==> src/sfd_pkg.sv <==
// Shared types and constants for the servo frame deframer.
`default_nettype none
package sfd_pkg;

  // Default number of 16-bit channel values in one frame.
  localparam int CHANNELS_DEFAULT = 8;

  // Entries in the queue between the parser and the clamp stage.
  localparam int QUEUE_DEPTH = 2;

  // Configuration port widths.
  localparam int CFG_ADDR_W = 4;
  localparam int CFG_DATA_W = 16;

  // Register indexes on the configuration port.
  localparam logic [CFG_ADDR_W-1:0] REG_HEADER_FIRST  = 4'd0;
  localparam logic [CFG_ADDR_W-1:0] REG_HEADER_SECOND = 4'd1;
  localparam logic [CFG_ADDR_W-1:0] REG_MIN_PULSE     = 4'd2;
  localparam logic [CFG_ADDR_W-1:0] REG_MAX_PULSE     = 4'd3;

  // Parser phases.
  typedef enum logic [1:0] {
    PH_HUNT1,
    PH_HUNT2,
    PH_HIGH,
    PH_LOW
  } phase_t;

  // One assembled channel value waiting for the clamp stage.
  typedef struct packed {
    logic [2:0]  channel_index;
    logic [15:0] raw;
    logic        frame_last;
  } chan_item_t;

  // Queue status seen by the producer and the consumer.
  typedef struct packed {
    logic full;
    logic empty;
  } q_stat_t;

endpackage
`default_nettype wire

==> src/sfd_front.sv <==
// Byte parser: header hunt, channel byte assembly and queue push.
`default_nettype none
module sfd_front #(
  parameter int CHANNELS = sfd_pkg::CHANNELS_DEFAULT
) (
  input  wire logic               clk,
  input  wire logic               rst,
  input  wire logic               s_tvalid,
  output logic                    s_tready,
  input  wire logic [7:0]         s_tdata,
  input  wire logic [7:0]         header_first,
  input  wire logic [7:0]         header_second,
  input  wire sfd_pkg::q_stat_t   q_stat,
  output logic                    q_push,
  output sfd_pkg::chan_item_t     q_item
);
  import sfd_pkg::*;

  localparam int CNT_W = (CHANNELS > 1) ? $clog2(CHANNELS) : 1;
  localparam logic [CNT_W-1:0] CNT_LAST = CNT_W'(CHANNELS - 1);

  phase_t           phase;
  phase_t           phase_next;
  logic [CNT_W-1:0] cnt;
  logic [7:0]       high_hold;
  logic [CNT_W+2:0] cnt_ext;
  logic             accept;
  logic             is_last;

  // Every byte waits for queue room, so the queue can never overflow.
  assign s_tready = !q_stat.full;
  assign accept   = s_tvalid && s_tready;
  assign is_last  = (cnt == CNT_LAST);
  assign cnt_ext  = {3'b000, cnt};

  always_comb begin
    phase_next = phase;
    if (accept) begin
      unique case (phase)
        PH_HUNT1: begin
          if (s_tdata == header_first) phase_next = PH_HUNT2;
        end
        PH_HUNT2: begin
          // A second-header match wins over the re-arm on the first header.
          if (s_tdata == header_second) begin
            phase_next = PH_HIGH;
          end else if (s_tdata != header_first) begin
            phase_next = PH_HUNT1;
          end
        end
        PH_HIGH: phase_next = PH_LOW;
        PH_LOW:  phase_next = is_last ? PH_HUNT1 : PH_HIGH;
        default: phase_next = PH_HUNT1;
      endcase
    end
  end

  always_comb begin
    q_push              = accept && (phase == PH_LOW);
    q_item.channel_index = cnt_ext[2:0];
    q_item.raw          = {high_hold, s_tdata};
    q_item.frame_last   = is_last;
  end

  always_ff @(posedge clk) begin
    if (rst) begin
      phase     <= PH_HUNT1;
      cnt       <= '0;
      high_hold <= '0;
    end else begin
      phase <= phase_next;
      if (accept) begin
        if (phase == PH_HUNT2 && s_tdata == header_second) begin
          cnt <= '0;
        end else if (phase == PH_HIGH) begin
          high_hold <= s_tdata;
        end else if (phase == PH_LOW) begin
          cnt <= is_last ? '0 : cnt + CNT_W'(1);
        end
      end
    end
  end

`ifndef SYNTHESIS
  a_cnt_range: assert property (@(posedge clk) disable iff (rst)
    cnt <= CNT_LAST)
    else $error("channel counter ran past the last channel");

  a_push_only_low: assert property (@(posedge clk) disable iff (rst)
    q_push |=> (phase == PH_HIGH || phase == PH_HUNT1))
    else $error("parser did not leave the low-byte phase after a push");
`endif

endmodule
`default_nettype wire

==> src/sfd_queue.sv <==
// Short queue between the parser and the clamp stage.
`default_nettype none
module sfd_queue (
  input  wire logic                clk,
  input  wire logic                rst,
  input  wire logic                push,
  input  wire sfd_pkg::chan_item_t push_item,
  input  wire logic                pop,
  output sfd_pkg::chan_item_t      head_item,
  output sfd_pkg::q_stat_t         stat
);
  import sfd_pkg::*;

  localparam int PTR_W = (QUEUE_DEPTH > 1) ? $clog2(QUEUE_DEPTH) : 1;
  localparam logic [PTR_W:0] COUNT_FULL = (PTR_W + 1)'(QUEUE_DEPTH);
  localparam logic [PTR_W-1:0] PTR_LAST = PTR_W'(QUEUE_DEPTH - 1);

  chan_item_t       mem [QUEUE_DEPTH];
  logic [PTR_W-1:0] wptr;
  logic [PTR_W-1:0] rptr;
  logic [PTR_W:0]   count;

  assign stat.full  = (count == COUNT_FULL);
  assign stat.empty = (count == '0);
  assign head_item  = mem[rptr];

  always_ff @(posedge clk) begin
    if (push) mem[wptr] <= push_item;
  end

  always_ff @(posedge clk) begin
    if (rst) begin
      wptr  <= '0;
      rptr  <= '0;
      count <= '0;
    end else begin
      if (push) wptr <= (wptr == PTR_LAST) ? '0 : wptr + PTR_W'(1);
      if (pop)  rptr <= (rptr == PTR_LAST) ? '0 : rptr + PTR_W'(1);
      if (push && !pop)      count <= count + (PTR_W + 1)'(1);
      else if (pop && !push) count <= count - (PTR_W + 1)'(1);
    end
  end

`ifndef SYNTHESIS
  a_no_overflow: assert property (@(posedge clk) disable iff (rst)
    stat.full |-> !push)
    else $error("push into a full queue");

  a_no_underflow: assert property (@(posedge clk) disable iff (rst)
    stat.empty |-> !pop)
    else $error("pop from an empty queue");
`endif

endmodule
`default_nettype wire

==> src/sfd_back.sv <==
// Clamp stage and output register of the deframer.
`default_nettype none
module sfd_back (
  input  wire logic                clk,
  input  wire logic                rst,
  input  wire sfd_pkg::chan_item_t head_item,
  input  wire sfd_pkg::q_stat_t    q_stat,
  output logic                     q_pop,
  input  wire logic [15:0]         min_pulse_ticks,
  input  wire logic [15:0]         max_pulse_ticks,
  output logic                     m_tvalid,
  input  wire logic                m_tready,
  output logic [23:0]              m_tdata,
  output logic [1:0]               m_tuser,
  output logic                     m_tlast
);
  import sfd_pkg::*;

  logic        below;
  logic        above;
  logic [15:0] clamped;
  logic [2:0]  out_index;
  logic [15:0] out_ticks;

  // The output register takes a new item whenever it is empty or being drained.
  assign q_pop = !q_stat.empty && (!m_tvalid || m_tready);

  // With min above max, the upper bound takes priority.
  always_comb begin
    below = (head_item.raw < min_pulse_ticks);
    above = (head_item.raw > max_pulse_ticks);
    if (above)      clamped = max_pulse_ticks;
    else if (below) clamped = min_pulse_ticks;
    else            clamped = head_item.raw;
  end

  always_ff @(posedge clk) begin
    if (rst) begin
      m_tvalid <= 1'b0;
    end else if (q_pop) begin
      m_tvalid <= 1'b1;
    end else if (m_tready) begin
      m_tvalid <= 1'b0;
    end
  end

  always_ff @(posedge clk) begin
    if (q_pop) begin
      out_index <= head_item.channel_index;
      out_ticks <= clamped;
      m_tuser   <= {above, below};
      m_tlast   <= head_item.frame_last;
    end
  end

  assign m_tdata = {5'b00000, out_ticks, out_index};

`ifndef SYNTHESIS
  a_pop_fills: assert property (@(posedge clk) disable iff (rst)
    q_pop |=> m_tvalid)
    else $error("output register empty after a pop");
`endif

endmodule
`default_nettype wire

==> src/servo_frame_deframer.sv <==
// Top level of the servo frame deframer: configuration registers and datapath.
//
//   Port group   Dir  Width  Contents
//   s_axis       in   8      rx_byte
//   m_axis       out  24/2/1 tdata: channel_index, pulse_ticks; tuser: clamp flags;
//                            tlast: frame_last
//   cfg          in   4/16   register index, write data
//
// One byte is taken per cycle while the queue has room. Each result passes
// through the queue and then the output register, from which up to one result
// per cycle drains. A two-entry queue separates the parser from the clamp
// stage, so a stalled output only holds back input once the queue is full.
// Reset is synchronous and returns the parser to the header hunt.
`default_nettype none
module servo_frame_deframer #(
  parameter int CHANNELS = sfd_pkg::CHANNELS_DEFAULT
) (
  input  wire logic                           clk,
  input  wire logic                           rst,
  input  wire logic                           s_tvalid,
  output logic                                s_tready,
  input  wire logic [7:0]                     s_tdata,   // [7:0] rx_byte
  output logic                                m_tvalid,
  input  wire logic                           m_tready,
  output logic [23:0]                         m_tdata,   // [2:0] channel_index, [18:3] pulse_ticks
  output logic [1:0]                          m_tuser,   // [0] clamped_low, [1] clamped_high
  output logic                                m_tlast,
  input  wire logic                           cfg_we,
  input  wire logic [sfd_pkg::CFG_ADDR_W-1:0] cfg_addr,
  input  wire logic [sfd_pkg::CFG_DATA_W-1:0] cfg_wdata
);
  import sfd_pkg::*;

  logic [7:0]  header_first;
  logic [7:0]  header_second;
  logic [15:0] min_pulse_ticks;
  logic [15:0] max_pulse_ticks;

  q_stat_t    q_stat;
  logic       q_push;
  logic       q_pop;
  chan_item_t push_item;
  chan_item_t head_item;

  always_ff @(posedge clk) begin
    if (rst) begin
      header_first    <= '0;
      header_second   <= '0;
      min_pulse_ticks <= '0;
      max_pulse_ticks <= '1;
    end else if (cfg_we) begin
      unique case (cfg_addr)
        REG_HEADER_FIRST:  header_first    <= cfg_wdata[7:0];
        REG_HEADER_SECOND: header_second   <= cfg_wdata[7:0];
        REG_MIN_PULSE:     min_pulse_ticks <= cfg_wdata[15:0];
        REG_MAX_PULSE:     max_pulse_ticks <= cfg_wdata[15:0];
        default: ;
      endcase
    end
  end

  sfd_front #(
    .CHANNELS(CHANNELS)
  ) u_front (
    .clk          (clk),
    .rst          (rst),
    .s_tvalid     (s_tvalid),
    .s_tready     (s_tready),
    .s_tdata      (s_tdata),
    .header_first (header_first),
    .header_second(header_second),
    .q_stat       (q_stat),
    .q_push       (q_push),
    .q_item       (push_item)
  );

  sfd_queue u_queue (
    .clk      (clk),
    .rst      (rst),
    .push     (q_push),
    .push_item(push_item),
    .pop      (q_pop),
    .head_item(head_item),
    .stat     (q_stat)
  );

  sfd_back u_back (
    .clk            (clk),
    .rst            (rst),
    .head_item      (head_item),
    .q_stat         (q_stat),
    .q_pop          (q_pop),
    .min_pulse_ticks(min_pulse_ticks),
    .max_pulse_ticks(max_pulse_ticks),
    .m_tvalid       (m_tvalid),
    .m_tready       (m_tready),
    .m_tdata        (m_tdata),
    .m_tuser        (m_tuser),
    .m_tlast        (m_tlast)
  );

endmodule
`default_nettype wire

==> config.mk <==
export PLATFORM = sky130hd
export DESIGN_NAME = servo_frame_deframer
export DESIGN_NICKNAME = d
export VERILOG_FILES = /design/src/sfd_pkg.sv /design/src/sfd_front.sv /design/src/sfd_queue.sv /design/src/sfd_back.sv /design/src/servo_frame_deframer.sv
export SDC_FILE = /design/constraint.sdc
export NUM_CORES = 1
export LEC_CHECK = 0
export BUFFER_PORTS_ARGS = -buffer_cell sky130_fd_sc_hd__buf_4
export CORE_ASPECT_RATIO = 0.5
export CORE_MARGIN = 3
export CORE_UTILIZATION = 40
export DETAILED_ROUTE_END_ITERATION = 10
export PLACE_DENSITY = 0.67
export SLEW_MARGIN = 40
export SYNTH_ARGS = -nofsm -noshare
export SYNTH_HDL_FRONTEND = slang
export SYNTH_SLANG_ARGS = --single-unit
==> constraint.sdc <==
create_clock -name clk -period 6.91 [get_ports clk]
set_input_delay 1.382 -clock clk [delete_from_list [all_inputs] [get_ports clk]]
set_output_delay 1.382 -clock clk [all_outputs]
set_load 0.02 [all_outputs]
==> qor.yml, run 1 <==
power:
  leakage_uw: 0.003160
  power.density_nw_per_um2: 338.5
  vdd_ir_drop_max_mv: 0.1591
clock_tree:
  clock_latency_ns: 0.41
  clkTransAtPathRegs_ns: 0.06
  clockRootBuffer: "clkbuf_16"
  post-cts-setup-buffers: 0
  cts-htree-levels: 4
  cts_tree: "done"
  cts_buffer_depth: 2
  numCtsBuffers: 17
  hold_buffers: 0
  cts_resized: 0
  clock-sinks: 129
sta:
  period_needed_ns: 3.298
  slew_headroom: 0.4877
  timing.hold.ws_ns: 0.4586
  finalMaxSlewViolations: 0
  fin_crit_sh: 0.4773
  finClkSkew_ns: 0.01295
  finalSetupTns_ns: 0
  rsz0062_at_grt: "false"
  fmax_mhz: 303.2
  tightestPinTransition_ns: 0.7667
  final_hold_viol_count: 0
  final-setup-viol-count: 0
critical_path:
  cp_slowest_cell: "dfxtp_2"
  cp_data_arrival_time_ns: 3.46
  worstSetupEndpointType: "register"
  crit_chain: "mux2_1 -> ha_1 -> a211oi_1 -> o21ai_1 -> a221oi_2 -> o311ai_1 -> nand2_2 -> mux2_2"
  critPathMaxStageDelay_ns: 0.65
  crit_type: "register to register"
  path_max_fanout: 20
  start_kind: "register"
  critPathRequiredTime_ns: 7.07
global_route:
  grt_pass1_wl_um: 20670
  grtUsageMet2: 0.2422
  overflow: 0
  grtUsageMet3: 0.04218
  grt.total_usage: 0.1631
  busiest_layer: "met2"
  grt_max_degree: 68
  grt_pass1_vias: 3865
  grt_use_met1: 0.2335
  antenna_found_initial: 0
placed_design:
  gp_congestion: 0.8573
  hpwl_um: 8785
  portBuffers: 56
detailed_routing:
  drt-total-wl_um: 12820
  vias: 3883
  viasPerCell: 4.915
  first_pass_iters: 5
  wl_per_cell_um: 16.23
  ant_nets: 0
  drt_iter0_drc: 278
  drc: 0
die:
  io_pins: 62
  die_area_um2: 16500
  die_w_um: 178.7
  die-height_um: 92.33
  start_util: 0.4247
  rows: 30
  core_area_um2: 14040
layout:
  drive_above_1_share: 0.1890
  n_antenna_cell: 0
  nNetsFinal: 652
  fill_cells: 1246
  area_growth_pct: 20.08
logic_synthesis:
  yosysWarnings: 0
  syn_inst: 524
  ys_seq_area_frac: 0.5373
  syn_avg_cell_area_um2: 11.38
  ys_seq_elements: 129
  synthDistinctLibCells: 41
  synth_area_um2: 5962
outcome:
  status: "complete, no violations"
hold_path:
  hold_path.class: "register to register"
run:
  cap_violations: 0
## worst max-delay path, delay by kind of cell, from the launching register on
family	cells	cell delay, ns
DFF	1	0.65
adders and majority gates	1	0.32
and+or+nand+nor	1	0.44
AOI/OAI and AO/OA	4	0.79
muxes	2	0.83
## worst paths after layout
path	start	to	slack, ns	cells after the start
setup / recovery	register	u_back.out_ticks[0]	3.61	8
hold / removal	u_front.high_hold[2]	u_queue.mem[0][11]	0.46	0
setup reg to reg	register	u_back.out_ticks[0]	3.61	8
hold reg to reg	u_front.high_hold[2]	u_queue.mem[0][11]	0.46	0
## layer usage
| layer | up-vias | routed length (um) |
|---|---|---|
| li1 | 1952 | - |
| met1 | 1845 | 6575 |
| met2 | 76 | 5564 |
| met3 | 10 | 573 |
| met4 | 0 | 109 |
| met5 | - | 0 |
## logic make-up (layout without fill, tap and decap cells)
group,count (synthesis),after routing,synth area share
flops,129,129,0.5373
buf+inv,61,131,0.04470
compound gates,41,41,0.04260
mux,93,93,0.1603
other cells,1,5,0.0006290
fa+ha+maj,34,34,0.07135
xor+xnor,20,20,0.02938
simple gates,145,145,0.1137
## registers in the layout, indices dropped and copies added (netlist names), 3 cells and up, named ones only
signal             count
header_first           8
header_second          8
max_pulse_ticks       16
min_pulse_ticks       16
u_back.out_index       3
u_back.out_ticks      16
u_front.cnt            3
u_front.high_hold      8
u_queue.mem           40
## final cells by class
cell class / instances / area [um^2] / share of cell area
Inverter: 39 / 146.4 / 0.02045
Timing Repair Buffer: 60 / 454.2 / 0.06344
Tap cell: 192 / 240.2 / 0.03355
Multi-Input combinational cell: 338 / 2509 / 0.3504
Sequential cell: 129 / 3204 / 0.4476
Clock inverter: 15 / 180.2 / 0.02517
Clock buffer: 17 / 425.4 / 0.05942
## cell usage in the layout, fill, tap and decap left out, drive strengths merged, types with 2 or more instances in the layout
cell type   n
a22oi       3
clkinvlp    2
dfxtp      67
or3         2
mux2       20
mux2i      73
nand3b     16
clkbuf     17
nand3       4
nand2      42
o21ai      14
and2        2
clkinv      5
a221oi      2
ha         34
conb        5
xnor2      18
nand2b      3
inv        44
and3        2
nor2       59
a21oi      16
a211oi      2
bufinv      3
edfxtp     62
xor2        2
nand4       8
nor3        6
buf        60
## Yosys cell counts (all sizes together)
library cell | number | area, um^2
and2 | 2 | 12.51
mux2i | 73 | 730.7
nand2 | 42 | 160.2
a211oi | 2 | 15.01
a311oi | 1 | 8.760
xor2 | 2 | 17.52
mux2 | 20 | 225.2
inv | 39 | 146.4
a22oi | 3 | 22.52
a21oi | 16 | 91.34
dfxtp | 67 | 1341
nand4 | 8 | 50.05
nand2b | 3 | 18.77
nand3b | 16 | 120.1
ha | 34 | 425.4
conb | 1 | 3.750
xnor2 | 18 | 157.7
o21ai | 14 | 70.07
clkbuf | 12 | 45.04
nand3 | 4 | 20.02
a21o | 1 | 7.510
or3 | 2 | 12.51
nor2b | 1 | 6.260
nor2 | 59 | 224.0
buf | 10 | 75.07
and3 | 2 | 12.51
a31oi | 1 | 6.260
o311ai | 1 | 8.760
nor3 | 6 | 41.29
edfxtp | 62 | 1862
a221oi | 2 | 23.77
## power by group
| part | total (uW) | internal (uW) | switching, uW |
|---|---|---|---|
| combinational | 577 | 247 | 330 |
| sequential | 931 | 891 | 40.7 |
| clock | 915 | 571 | 344 |
## through the flow
| stage | power (uW) | setup slack, ns | util | instance area, um^2 | std cells |
|---|---|---|---|---|---|
| 6_report | 2423 | 3.612 | 0.5100 | 7159 | 790 |
| 5_1_grt | 2537 | 3.331 | 0.5100 | 7159 | 790 |
| 4_1_cts | 2437 | 3.610 | 0.5092 | 7148 | 789 |
| 3_5_place_dp | 1521 | 3.619 | 0.4660 | 6543 | 757 |
| 3_3_place_gp | 1511 | 3.385 | 0.4659 | 6540 | 757 |
| 2_1_floorplan | 1344 | 3.614 | - | 5977 | 528 |
Power figures use the tool's default switching activity.
==> inputs of run 2 (changes only) <==
--- a/config.mk
+++ b/config.mk
@@ -10,7 +10,7 @@
 export CORE_MARGIN = 3
 export CORE_UTILIZATION = 40
 export DETAILED_ROUTE_END_ITERATION = 10
-export PLACE_DENSITY = 0.67
+export PLACE_DENSITY = 0.69
 export SLEW_MARGIN = 40
 export SYNTH_ARGS = -nofsm -noshare
 export SYNTH_HDL_FRONTEND = slang
==> constraint.sdc (replaced) <==
create_clock -name clk -period 2.7 [get_ports clk]
set_input_delay 0.54 -clock clk [delete_from_list [all_inputs] [get_ports clk]]
set_output_delay 0.54 -clock clk [all_outputs]
set_load 0.02 [all_outputs]
==> qor.yml, run 2 (synthesis gave the netlist of run 1 again) <==
outcome:
  status: "finished, violations left"
  violations: "setup timing"
placed_design:
  preCtsSetupSlack_ns: -0.09937  # -3.718 ns
  dp.cells: 767  # +1.3%
  hpwl_um: 8768  # -0.19%
  portBuffers: 56  # unchanged
  gp_congestion: 0.8364  # -2.4%
critical_path:
  cp_slowest_cell: "dfxtp_4"
  rr_worst_depth: 12  # +4
  reg2reg_slack_ns: -0.08  # -3.69 ns
  critPathBufInv: 4  # +4
  crit_chain: "buf_12 -> buf_4 -> mux2_2 -> ha_1 -> a21oi_2 -> o21ai_2 -> nor3_2 -> a21oi_4 -> buf_12 -> buf_12 -> mux2i_1 -> mux2i_1"
  crit_top_cell: "buf_12"
  crit_type: "register to register"
  path_max_fanout: 8  # -60%
  cp_data_arrival_time_ns: 2.93  # -0.53 ns
  start_kind: "register"
  critPathMaxStageDelay_ns: 0.37  # -0.28 ns
  worstSetupEndpointType: "register"
  r2r-end: "u_back.out_ticks[9]"
  cp_top_family: "multiplexers"
  critPathRequiredTime_ns: 2.85  # -4.22 ns
detailed_routing:
  first_pass_iters: 4  # -1
  viasPerCell: 4.867  # -0.99%
  drc: 0  # unchanged
  ant_nets: 0  # unchanged
  drt-total-wl_um: 13190  # +2.8%
  wl_per_cell_um: 16.30  # +0.41%
  vias: 3937  # +1.4%
  drt_iter0_drc: 262  # -5.8%
sta:
  timing.hold.ws_ns: 0.3484  # -0.1102 ns
  tightestPinTransition_ns: 0.6788  # -0.08791 ns
  slew_headroom: 0.5475  # +0.05975
  period_needed_ns: 2.781  # -0.5169 ns
  fmax_mhz: 359.6  # +19%
  final-setup-viol-count: 9  # +9
  final_hold_viol_count: 0  # unchanged
  fin_ws_ns: -0.08091  # -3.693 ns
  finClkSkew_ns: 0.008341  # -0.004613 ns
  finalMaxSlewViolations: 0  # unchanged
  finalSetupTns_ns: -0.2240  # -0.2240 ns
  fin_crit_sh: 1.030  # +0.5527
global_route:
  grt_pass1_vias: 3925  # +1.6%
  antenna_found_initial: 0  # unchanged
  grt.total_usage: 0.1602  # -0.002817
  grt_max_degree: 68  # unchanged
  overflow: 0  # unchanged
  grt_pass1_wl_um: 20420  # -1.2%
clock_tree:
  clock-sinks: 129  # unchanged
  cts-htree-levels: 4  # unchanged
  cts_tree: "done"
  clock_latency_ns: 0.42  # about the same
  clkTransAtPathRegs_ns: 0.06  # about the same
  cts_buffer_depth: 2  # unchanged
  numCtsBuffers: 17  # unchanged
  clockRootBuffer: "clkbuf_16"
power:
  leakage_uw: 0.003315  # +4.9%
  power.density_nw_per_um2: 872.8  # +160%
  vdd_ir_drop_max_mv: 0.6063  # +280%
layout:
  nNetsFinal: 671  # +2.9%
  largest_reg_flops: 40  # unchanged
  regMostFlops: "u_queue.mem"
  final_common_cell: "buf_4"
  area_growth_pct: 26.93
  n_antenna_cell: 0  # unchanged
  layout.cells.non_filler: 809  # +2.4%
  layout_common_cells: "buf_4 (70), mux2i_1 (66), dfxtp_1 (66), edfxtp_1 (62), nor2_1 (58)"
  utilization: 0.5390  # +0.02905
  drive_above_1_share: 0.2642  # +0.07522
hold_path:
  hold_path_depth: 3  # +3
  hold_path.class: "input port to register"
  worstHoldStart: "cfg_wdata[11]"
  hold_end: "max_pulse_ticks[11]"
die:
  io_pins: 62  # unchanged
  die_w_um: 178.7  # unchanged
  rows: 30  # unchanged
  die-height_um: 92.33  # unchanged
  start_util: 0.4247  # unchanged
  core_area_um2: 14040  # unchanged
  die_area_um2: 16500  # unchanged
run:
  cap_violations: 0  # unchanged
==> run 2: per-layer routing <==
layer | up-vias | track usage | routed length, um
li1 | 1988 | - | -
met5 | - | 0 | 0
met1 | 1863 | 0.2295 | 6478
met3 | 11 | 0.03522 | 681
met2 | 75 | 0.2374 | 5924
met4 | 0 | 0.05959 | 101
==> run 2: area by class of cell <==
class | count | area (um^2)
Timing Repair Buffer | 79 | 704.4
Tap cell | 192 | 240.2
Clock inverter | 14 | 152.6
Multi-Input combinational cell | 338 | 2688
Sequential cell | 129 | 3207
Fill cell | 1178 | 6471
Inverter | 39 | 146.4
Clock buffer | 18 | 429.2
==> run 2: repair_timing <==
action | in CTS | in global routing
hold buffers | 0 | 0
pin swaps | 2 | 7
gates resized for setup | 7 | 49
setup endpoints to repair | 16 | 17
buffers inserted | 0 | 8
cloned | 1 | 1
==> run 2: worst min-delay path, delay by kind of cell <==
kind          cells  cell delay [ns]
buf+inv           1             0.08
simple gates      2             0.11
==> run 2: metrics by stage <==
stage | instance area, um^2 | power (uW)
final | 7567 | 6604
after global placement | 6640 | 3934
after floorplan | 5986 | 3448
after global routing | 7567 | 6884
after CTS | 7273 | 6288
after detailed placement | 6640 | 3960
==> run 2: report_power, final <==
part           internal [uW]  total, uW  switching [uW]
Clock                   1370       2260             887
Sequential              2280       2350            65.0
Combinational            989       2000            1010
Total                   4640       6600            1960
==> run 2: how the worst max path moves through the flow <==
| stage | startpoint | to | slack, ns | depth (start not counted) |
|---|---|---|---|---|
| 2_1_floorplan | register | u_back.out_ticks[0] | 0.008 | 10 |
| 3_3_place_gp | register | u_back.out_ticks[0] | -0.003 | 10 |
| 3_5_place_dp | register | u_back.out_ticks[7] | -0.1 | 10 |
| 4_1_cts | register | u_back.out_ticks[0] | 0.02 | 9 |
| 5_1_grt | register | u_back.out_ticks[9] | -0.15 | 12 |
| 6_report | register | u_back.out_ticks[9] | -0.08 | 12 |
==> inputs of run 3 (changes only) <==
--- a/config.mk
+++ b/config.mk
@@ -9,6 +9,7 @@
 export CORE_ASPECT_RATIO = 0.5
 export CORE_MARGIN = 3
 export CORE_UTILIZATION = 40
+export CTS_BUF_LIST = sky130_fd_sc_hd__clkbuf_4 sky130_fd_sc_hd__clkbuf_8
 export DETAILED_ROUTE_END_ITERATION = 10
 export PLACE_DENSITY = 0.69
 export SLEW_MARGIN = 40
==> qor.yml, run 3 (synthesis gave the netlist of run 1 again) <==
placed_design:
  dp.cells: 767  # unchanged
  portBuffers: 56  # unchanged
  hpwl_um: 8768  # unchanged
  gp_congestion: 0.8364  # unchanged
  preCtsSetupSlack_ns: -0.09937  # unchanged
global_route:
  grt_pass1_vias: 3934  # +0.23%
  overflow: 0  # unchanged
  grt_max_degree: 68  # unchanged
  grt.total_usage: 0.1606  # +0.0003679
  grt_pass1_wl_um: 20450  # +0.13%
  antenna_found_initial: 0  # unchanged
clock_tree:
  numCtsBuffers: 17  # unchanged
  cts_tree: "done"
  clock-sinks: 129  # unchanged
  cts-htree-levels: 4  # unchanged
  clockRootBuffer: "clkbuf_8"
  clock_latency_ns: 0.45  # +0.03 ns
  clkTransAtPathRegs_ns: 0.08  # +0.02 ns
  hold_buffers: 0  # unchanged
  cts_buffer_depth: 2  # unchanged
critical_path:
  crit_chain: "clkbuf_16 -> mux2_4 -> ha_1 -> a211oi_1 -> nand2_1 -> a21oi_2 -> a21oi_4 -> buf_12 -> buf_4 -> mux2i_2 -> mux2i_1"
  critPathMaxStageDelay_ns: 0.40  # +0.03 ns
  crit_type: "register to register"
  critPathBufInv: 3  # -1
  cp_top_family: "multiplexers"
  path_max_fanout: 7  # -1
  start_kind: "register"
  cp_data_arrival_time_ns: 2.85  # -0.08 ns
  critPathRequiredTime_ns: 2.89  # +0.04 ns
  worstSetupEndpointType: "register"
  cp_slowest_cell: "dfxtp_4"
sta:
  tightestPinTransition_ns: 0.6989  # +0.02006 ns
  finalMaxSlewViolations: 0  # unchanged
  rsz0062_at_grt: "true"
  fin_ws_ns: 0.04110  # +0.1220 ns
  final-setup-viol-count: 0  # -9
  timing.hold.ws_ns: 0.3196  # -0.02877 ns
  final_hold_viol_count: 0  # unchanged
  fmax_mhz: 376.1  # +4.6%
  finClkSkew_ns: 0.01592  # +0.007576 ns
  period_needed_ns: 2.659  # -0.1220 ns
  fin_crit_sh: 0.9848  # -0.04519
  slew_headroom: 0.5341  # -0.01337
  finalSetupTns_ns: 0  # +0.2240 ns
detailed_routing:
  wl_per_cell_um: 16.33  # +0.19%
  wl_met2_um: 5900  # -0.41%
  wl_met1_um: 6495  # +0.26%
  viasPerCell: 4.940  # +1.5%
  top_layer_used: "met4"
  first_pass_iters: 4  # unchanged
  drt_iter0_drc: 278  # +6.1%
  drc: 0  # unchanged
  dr_wl_met3_um: 612  # -10%
  vias: 4001  # +1.6%
  ant_nets: 0  # unchanged
  drt-total-wl_um: 13230  # +0.32%
die:
  io_pins: 62  # unchanged
  rows: 30  # unchanged
  die_w_um: 178.7  # unchanged
  start_util: 0.4247  # unchanged
  die_area_um2: 16500  # unchanged
  core_area_um2: 14040  # unchanged
  die-height_um: 92.33  # unchanged
layout:
  regMostFlops: "u_queue.mem"
  nNetsFinal: 672  # +0.15%
  final-seq-area_um2: 3207  # unchanged
  largest_reg_flops: 40  # unchanged
  drive_above_1_share: 0.2751  # +0.01090
  multi_input_area_um2: 2739  # +1.9%
  final_common_cell: "buf_4"
  area_growth_pct: 24.97
  layout_common_cells: "buf_4 (70), mux2i_1 (66), dfxtp_1 (66), edfxtp_1 (62), nor2_1 (58)"
  layout.cells.non_filler: 810  # +0.12%
  fill_cells: 1201  # +2.0%
  n_antenna_cell: 0  # unchanged
outcome:
  status: "complete, no violations"
hold_path:
  hold_path.class: "input port to register"
power:
  power.density_nw_per_um2: 813.7  # -6.8%
  leakage_uw: 0.003252  # -1.9%
  vdd_ir_drop_max_mv: 0.3889  # -36%
  p_total_uw: 6063  # -8.2%
run:
  cap_violations: 0  # unchanged
-- run 3: changes by cell type in the layout (fill, tap and decap cells not counted), sizes merged --
cell / before / now
buf: 78 / 79
-- run 3: path summary, 6_finish.rpt --
check,startpoint,end,slack [ns],cells after the start
max reg2reg,register,u_back.out_ticks[15],0.04,11
min reg2reg,u_front.high_hold[0],u_queue.mem[0][9],0.46,0
min,cfg_wdata[13],max_pulse_ticks[13],0.32,3
max,register,u_back.out_ticks[15],0.04,11
-- run 3: layout make-up --
| class | instances | share of cell area |
|---|---|---|
| inverters | 39 | 0.01965 |
| repair buffers | 80 | 0.09723 |
| multi-input cells | 338 | 0.3676 |
| clock inverters | 14 | 0.02049 |
| well taps | 192 | 0.03224 |
| flip-flops and latches | 129 | 0.4304 |
| clock buffers | 18 | 0.03241 |
-- run 3: worst register-to-register path: cells and delay by family, from the launching register on --
family	cells	cell delay [ns]
AO/OA/AOI/OAI	3	0.51
adder cells (fa/ha/maj)	1	0.30
buffers and inverters	3	0.44
flip-flops	1	0.40
multiplexers	3	0.63
AND/OR/NAND/NOR	1	0.13
-- run 3: what timing repair did --
action | CTS | global route
pin swaps | 2 | 10
gates cloned | 1 | 1
gates resized for setup | 6 | 58
setup buffers | 0 | 9
endpoints found under the setup margin | 17 | 17
-- run 3: per-stage QoR --
step	cell area (um^2)	utilization
finish	7451	0.5307
global route	7451	0.5307
CTS	7086	0.5047
detailed placement	6640	0.4730
global placement	6640	0.4730
floorplan	5986	-
-- run 3: where the power goes --
part	internal, uW	switching, uW	total, uW
Combinational	1040	1030	2060
Sequential	2280	68.6	2350
Clock	843	810	1650
Total	4160	1910	6060
-- run 3: routing by layer --
| metal | vias up | GRT usage |
|---|---|---|
| met5 | - | 0 |
| met4 | 0 | 0.06347 |
| met3 | 20 | 0.03686 |
| met2 | 80 | 0.2378 |
| met1 | 1910 | 0.2277 |
| li1 | 1991 | - |
